**config.mk**
```make
export PLATFORM = sky130hd
export DESIGN_NAME = csr_spmv_ctrl
export DESIGN_NICKNAME = d
export VERILOG_FILES = /design/src/hdl/csr_sparse_matrix_vector_multiply_top_assert.svh /design/src/hdl/csr_spmv_pkg.sv /design/src/hdl/csr_spmv_ctrl.sv
export SDC_FILE = /design/constraint.sdc
export NUM_CORES = 1
export LEC_CHECK = 0
export BUFFER_PORTS_ARGS = -buffer_cell sky130_fd_sc_hd__buf_2
export CAP_MARGIN = 20
export CORE_AREA = 2 2 39 41
export DETAILED_ROUTE_END_ITERATION = 16
export DIE_AREA = 0 0 41 43
export MAX_ROUTING_LAYER = met4
export PLACE_DENSITY = 0.63
export SKIP_CTS_REPAIR_TIMING = 1
export SLEW_MARGIN = 20
export SYNTH_ARGS = -nofsm -noshare
export SYNTH_HDL_FRONTEND = slang
export SYNTH_SLANG_ARGS = --single-unit
export TNS_END_PERCENT = 100
```
**constraint.sdc**
```tcl
create_clock -name clk -period 3.6 [get_ports clk]
set_input_delay 0.54 -clock clk [delete_from_list [all_inputs] [get_ports clk]]
set_output_delay 0.54 -clock clk [all_outputs]
set_load 0.05 [all_outputs]
```
**src/hdl/csr_sparse_matrix_vector_multiply_top_assert.svh**
```systemverilog
// Assertion macros for the sparse matrix-vector block; clock clk, reset rst.
`ifndef CSR_SPARSE_MATRIX_VECTOR_MULTIPLY_TOP_ASSERT_SVH
`define CSR_SPARSE_MATRIX_VECTOR_MULTIPLY_TOP_ASSERT_SVH
`ifndef NO_ASSERTIONS
`define CSR_SPMV_ASSERT_NOW(label, ante, cons) \
  label: assert property (@(posedge clk) disable iff (rst) (ante) |-> (cons)) \
    else $error("csr_spmv: same-cycle check failed");
`define CSR_SPMV_ASSERT_NEXT(label, ante, cons) \
  label: assert property (@(posedge clk) disable iff (rst) (ante) |=> (cons)) \
    else $error("csr_spmv: next-cycle check failed");
`else
`define CSR_SPMV_ASSERT_NOW(label, ante, cons)
`define CSR_SPMV_ASSERT_NEXT(label, ante, cons)
`endif
`endif

```
**src/hdl/csr_spmv_pkg.sv**
```systemverilog
package csr_spmv_pkg;

  localparam int DEF_MAX_ROWS    = 64;
  localparam int DEF_MAX_COLS    = 64;
  localparam int DEF_MAX_ENTRIES = 1024;

  localparam logic [6:0] CFG_RESET = 7'd64;

  typedef enum logic [1:0] {
    KIND_ENTRY   = 2'd0,
    KIND_VECTOR  = 2'd1,
    KIND_COMPUTE = 2'd2,
    KIND_CLEAR   = 2'd3
  } kind_t;

  typedef enum logic {
    REG_ROW_COUNT = 1'b0,
    REG_COL_COUNT = 1'b1
  } reg_index_t;

  typedef struct packed {
    logic load_entry;
    logic load_vector;
    logic clear;
    logic start;
    logic fetch;
    logic vec_read;
    logic mul;
    logic accum;
    logic emit;
    logic next_row;
  } cmd_t;

  typedef struct packed {
    logic k_at_end;
    logic row_match;
    logic last_row;
    logic out_free;
  } status_t;

  function automatic logic [6:0] eff_count(input logic [6:0] cnt, input int limit);
    logic [6:0] res;
    if (cnt == 7'd0) begin
      res = 7'd1;
    end else if (int'(cnt) > limit) begin
      res = 7'(limit);
    end else begin
      res = cnt;
    end
    return res;
  endfunction

endpackage

```
**src/hdl/csr_spmv_ctrl.sv**
```systemverilog
module csr_spmv_ctrl (
  input  logic                   clk,
  input  logic                   rst,
  input  logic                   in_valid,
  output logic                   in_ready,
  input  logic [1:0]             kind,
  output csr_spmv_pkg::cmd_t     cmd,
  input  csr_spmv_pkg::status_t  status
);
  import csr_spmv_pkg::*;

  typedef enum logic [5:0] {
    S_IDLE  = 6'b000001,
    S_FETCH = 6'b000010,
    S_CHECK = 6'b000100,
    S_MUL   = 6'b001000,
    S_ACC   = 6'b010000,
    S_EMIT  = 6'b100000
  } state_t;

  state_t state;
  state_t state_next;

  assign in_ready = (state == S_IDLE);

  always_comb begin
    cmd        = '0;
    state_next = state;
    case (state)
      S_IDLE: begin
        if (in_valid) begin
          case (kind)
            KIND_ENTRY:  cmd.load_entry  = 1'b1;
            KIND_VECTOR: cmd.load_vector = 1'b1;
            KIND_CLEAR:  cmd.clear       = 1'b1;
            KIND_COMPUTE: begin
              cmd.start  = 1'b1;
              state_next = S_FETCH;
            end
            default: cmd.clear = 1'b1;
          endcase
        end
      end
      S_FETCH: begin
        if (status.k_at_end) begin
          state_next = S_EMIT;
        end else begin
          cmd.fetch  = 1'b1;
          state_next = S_CHECK;
        end
      end
      S_CHECK: begin
        if (status.row_match) begin
          cmd.vec_read = 1'b1;
          state_next   = S_MUL;
        end else begin
          state_next = S_EMIT;
        end
      end
      S_MUL: begin
        cmd.mul    = 1'b1;
        state_next = S_ACC;
      end
      S_ACC: begin
        cmd.accum  = 1'b1;
        state_next = S_FETCH;
      end
      S_EMIT: begin
        if (status.out_free) begin
          cmd.emit = 1'b1;
          if (status.last_row) begin
            state_next = S_IDLE;
          end else begin
            cmd.next_row = 1'b1;
            state_next   = S_FETCH;
          end
        end
      end
      default: state_next = S_IDLE;
    endcase
  end

  always_ff @(posedge clk) begin
    if (rst) begin
      state <= S_IDLE;
    end else begin
      state <= state_next;
    end
  end

endmodule

```
* Yosys cells after proc, flatten, opt, wreduce, memory -nomap -nowiden
Index checks and enable logic that the tools add are counted.
** Storage, ports and cells
- Register bits :: 6
- Bits in latches :: 0
- Memory bits (writable) :: 0
- Bits in read-only memories :: 0
- Input port bits :: 9
- Output and inout bits :: 11
- Word-level logic and storage cells :: 37
- Memories :: 0
** Cells by class
- Add/subtract/negate cells :: 0
- $mul :: 0
- Div/mod/pow operators :: 0
- $lt $le $gt $ge :: 0
- Equality and inequality tests :: 12
- Shift operators :: 0
- Mux-type cells :: 22
- Bitwise operators :: 0
- Reduce and logical (&&, ||, !) cells :: 2
** Operators with widths (count)
- $pmux W6 S6 :: 1
- $mux W6 :: 5
- $mux W1 :: 11
- $mux W4 :: 2
- $eq A6 B1 Y1 const B :: 1
- $eq A6 B2 Y1 const B :: 1
- $eq A6 B3 Y1 const B :: 1
- $eq A6 B4 Y1 const B :: 1
- $eq A6 B5 Y1 const B :: 1
- $eq A6 B6 Y1 const B :: 1
- $mux W2 :: 3
- $eq A2 B2 Y1 const B :: 2
- $ne A2 B2 Y1 const B :: 2
- $reduce_and A3 Y1 :: 1
- $eq A2 B1 Y1 const B :: 1
- $logic_not A2 Y1 :: 1
- $ne A2 B1 Y1 const B :: 1

* Logic depth before layout (Yosys ltp)
- Word-level depth :: 4
- Mapped depth :: 5
- Depth with buffers taken out :: 4

* Worst setup path after synthesis
Ideal clock, no wire load.
- Kind :: register to output
- From :: register state[1]
- To :: output port cmd[9] (netlist name)
- Data arrival time :: 2.424 ns
- Data required time :: 3.060 ns
- Path slack :: 0.636 ns
- Cell stages (with the launch flop) :: 6
- Path buffers :: 1
- Path through :: dfxtp_1 -> clkbuf_1 -> or4_4 -> nor2b_4 -> nand2_2 -> nor3_1
** RTL lines
- start, declared :: line csr_spmv_ctrl.sv:21 : state_t state;
- start signal, assigned :: line csr_spmv_ctrl.sv:87 : state <= state_next;
- end, declared :: line csr_spmv_ctrl.sv:7 : output csr_spmv_pkg::cmd_t cmd,

==> impl_results.md <==
* Slowest stage delay, CP at 0.58 ns
* Largest register FFs at 6
* Drt wl/cell at 11.41 um
* Fin cells at 92
* Sw Ratio at 43.05%
* CTS tree: done
* HPWL after DPL at 844 um
* Antenna diodes at 0
* Hold Startpoint: status[3]
* Area share of the largest cell type after synthesis at 26.37%
* Critical path origin: state[2]
* Core Footprint at 1384 um^2
* Reg2Reg Depth at 4
* Maximum root-to-sink buffer count at 2
* Synth cell types at 28
* CP Class: reg2out
* Syn nets at 65
* Seq pwr share at 32.1%
* Grt met3 use at 6.283%
* Worst Skew at 0.003856 ns
* Post-synth top area cell: dfxtp_1
* Final setup fails at 0
* CTS H-tree lvls at 1
* Slew Limit Fails at 0
* Min Tclk post-route at 2.383 ns
* M1 GR Usage at 18.71%
* GRT Overall Usage at 14.42%
* Register area share after synthesis at 26.37%
* Port buffer count at 19
* Fraction of registers with async set/reset at 0%
* Area contributors post-synth: dfxtp_1, nor2b_1, nor3b_2
* RePlAce Congestion at 0.7683
* Post-synth EDFFs at 0
* Internal Pwr Total at 156.2 uW
* Max-cap viol count at 0
* Die area at 1763 um^2
* Initial DRC count at 9
* Final #Nets at 87
* Most flops, register: state
* Die Wd at 41 um
* Initial Util at 32.91%
* Final Power at 274.2 uW
* Via Count at 481
* Ys flop type: dfxtp_1
* YS warnings at 0
* Crit-path max FO at 6
* Post-Route WL at 1.050 mm
* Combinational group share of total power at 45.4%
* Switch Pwr at 118.0 uW
* Largest registers: state (6)
* Number of buffers created by CTS at 3
* Root Buffer: clkbuf_4
* Post-synthesis instance total at 56
* Ports at 20
* Residual DRC at 0
* Layout area overhead at 28.57%
* Worst hold path type: in2reg
* Antenna viol nets, final at 0
* Worst IR Drop VDD at 0.2060 mV
* Worst Hold End: state[2]
* FMAX at 0.4196 GHz
* Largest net degree at the start of global routing at 9
* Synthesized area per cell at 8.133 um^2
* First-pass GRT wire length at 1.738 mm
* Grt total ovfl at 0
* Worst-Skew Late Latency at 0.25 ns
* Met2 Resource Use GR at 20.94%
* Setup TNS Final at 0 ns
* Number of synthesized register bits at 6
* CTS Sinks at 6
* Inst Count DP at 89
* Gr busiest metal: met2
* Site Rows at 14
* R2R Path Start: state[0]
* Vias in the first global route at 427
* Worst hold path depth at 2
* Layout cells sized above 1 at 38.16%
* Die height at 43 um
* Clock Power Share at 22.6%
* Setup crit start kind: flip-flop
* Reg-to-Reg End: state[2]
* Final Hold Viols at 0
* Most frequent cells after synthesis: dfxtp_1, nor2_1, nor2b_1
* CP max-delay cell: or4_4
* RSZ-0062 raised after global routing: no
* Initial antenna violation count at 0
* CP Data Required Time at 3.06 ns
* Slew at the pin with the worst max-slew slack at 0.4513 ns
* Pre-antenna DRT Iters at 4
* Slew headroom at 69.52%
* Register clock-pin slew on the reported worst setup and hold paths at 0.04 ns
* Tcrit/Tclk final at 66.20%
* R2r setup slk at 2.25 ns
* Post-Synthesis Cell Area at 455.4 um^2
* WP data arrival at 1.84 ns
* Outcome: finished clean
* Worst setup EP type: output pin
* Cell Chain, Critical Path: or4_4 -> nor2b_4 -> nand2_2 -> nor3b_2 -> buf_2
* Lkg Pwr at 0.0002772 uW
* Routed vias/inst at 5.228
* Pwr dens at 468.3 nW/um^2
==> layout by cell type, fill, tap and decap left out, types with 2 or more instances in the layout <==
cell type and count:
nand4b_1 2, xor2_1 2, nor2_1 6, nor3b_2 2, and2_1 2, dfxtp_1 6
nor2b_1 5, nor4b_1 2, and3_1 3, nor3_1 3, clkbuf_4 3, buf_2 19
nand3b_1 2, nand3_1 3, nand2_1 2
==> stage by stage <==
stage	util (%)	setup slack [ns]	cell area, um^2	hold slack [ns]
3_3_place_gp	40.69	1.500	563.0	0.5929
5_1_grt	42.31	1.128	585.6	0.4935
3_5_place_dp	40.69	1.475	563.0	0.6137
2_1_floorplan	-	0.6364	455.4	0.5585
6_report	42.31	1.217	585.6	0.4871
4_1_cts	42.31	1.202	585.6	0.4733
==> critical path, delay by kind of cell (launching register included) <==
kind | cells | cell delay (ns)
flip-flops | 1 | 0.35
buffers and inverters | 1 | 0.28
AND/OR/NAND/NOR | 4 | 0.97
==> area by class of cell <==
class                      instances  area (um^2)
clock buffer                       3        22.52
fill                             152        798.3
inverter                           1        3.754
multi-input combinational         47        324.1
sequential                         6        120.1
tap                               16        20.02
timing repair buffer              19        95.09
==> routing by layer <==
| layer | part of all wire, % | wire length, um |
|---|---|---|
| met5 | 0 | 0 |
| met4 | 0 | 0 |
| met3 | 5.5 | 58 |
| met2 | 48 | 507 |
| met1 | 46 | 484 |
==> cells by family (layout without fill, tap and decap cells) <==
kind of cell	after synthesis	after routing	synth area share [%]
buffers and inverters	3	23	2.472
flip-flops	6	6	26.37
AO/OA/AOI/OAI	6	6	9.343
AND/OR/NAND/NOR	38	38	56.04
XOR/XNOR	3	3	5.770
==> worst max-delay path by stage <==
stage	slack, ns	end	depth (start not counted)
detailed placement	1.47	cmd[6]	5
floorplan	0.64	cmd[9]	5
finish	1.22	cmd[6]	5
CTS	1.20	cmd[6]	5
global placement	1.50	cmd[6]	5
global route	1.13	cmd[9]	5
==> power groups by stage <==
stage / Clock (uW) / Sequential, uW / Combinational (uW)
after floorplan: 0 / 75.6 / 112
after global placement: 0 / 89.0 / 124
after detailed placement: 0 / 89.0 / 126
after CTS: 65.6 / 87.8 / 126
after global routing: 69.3 / 88.8 / 137
final: 61.9 / 87.9 / 124
(Power assumes the default switching activity.)
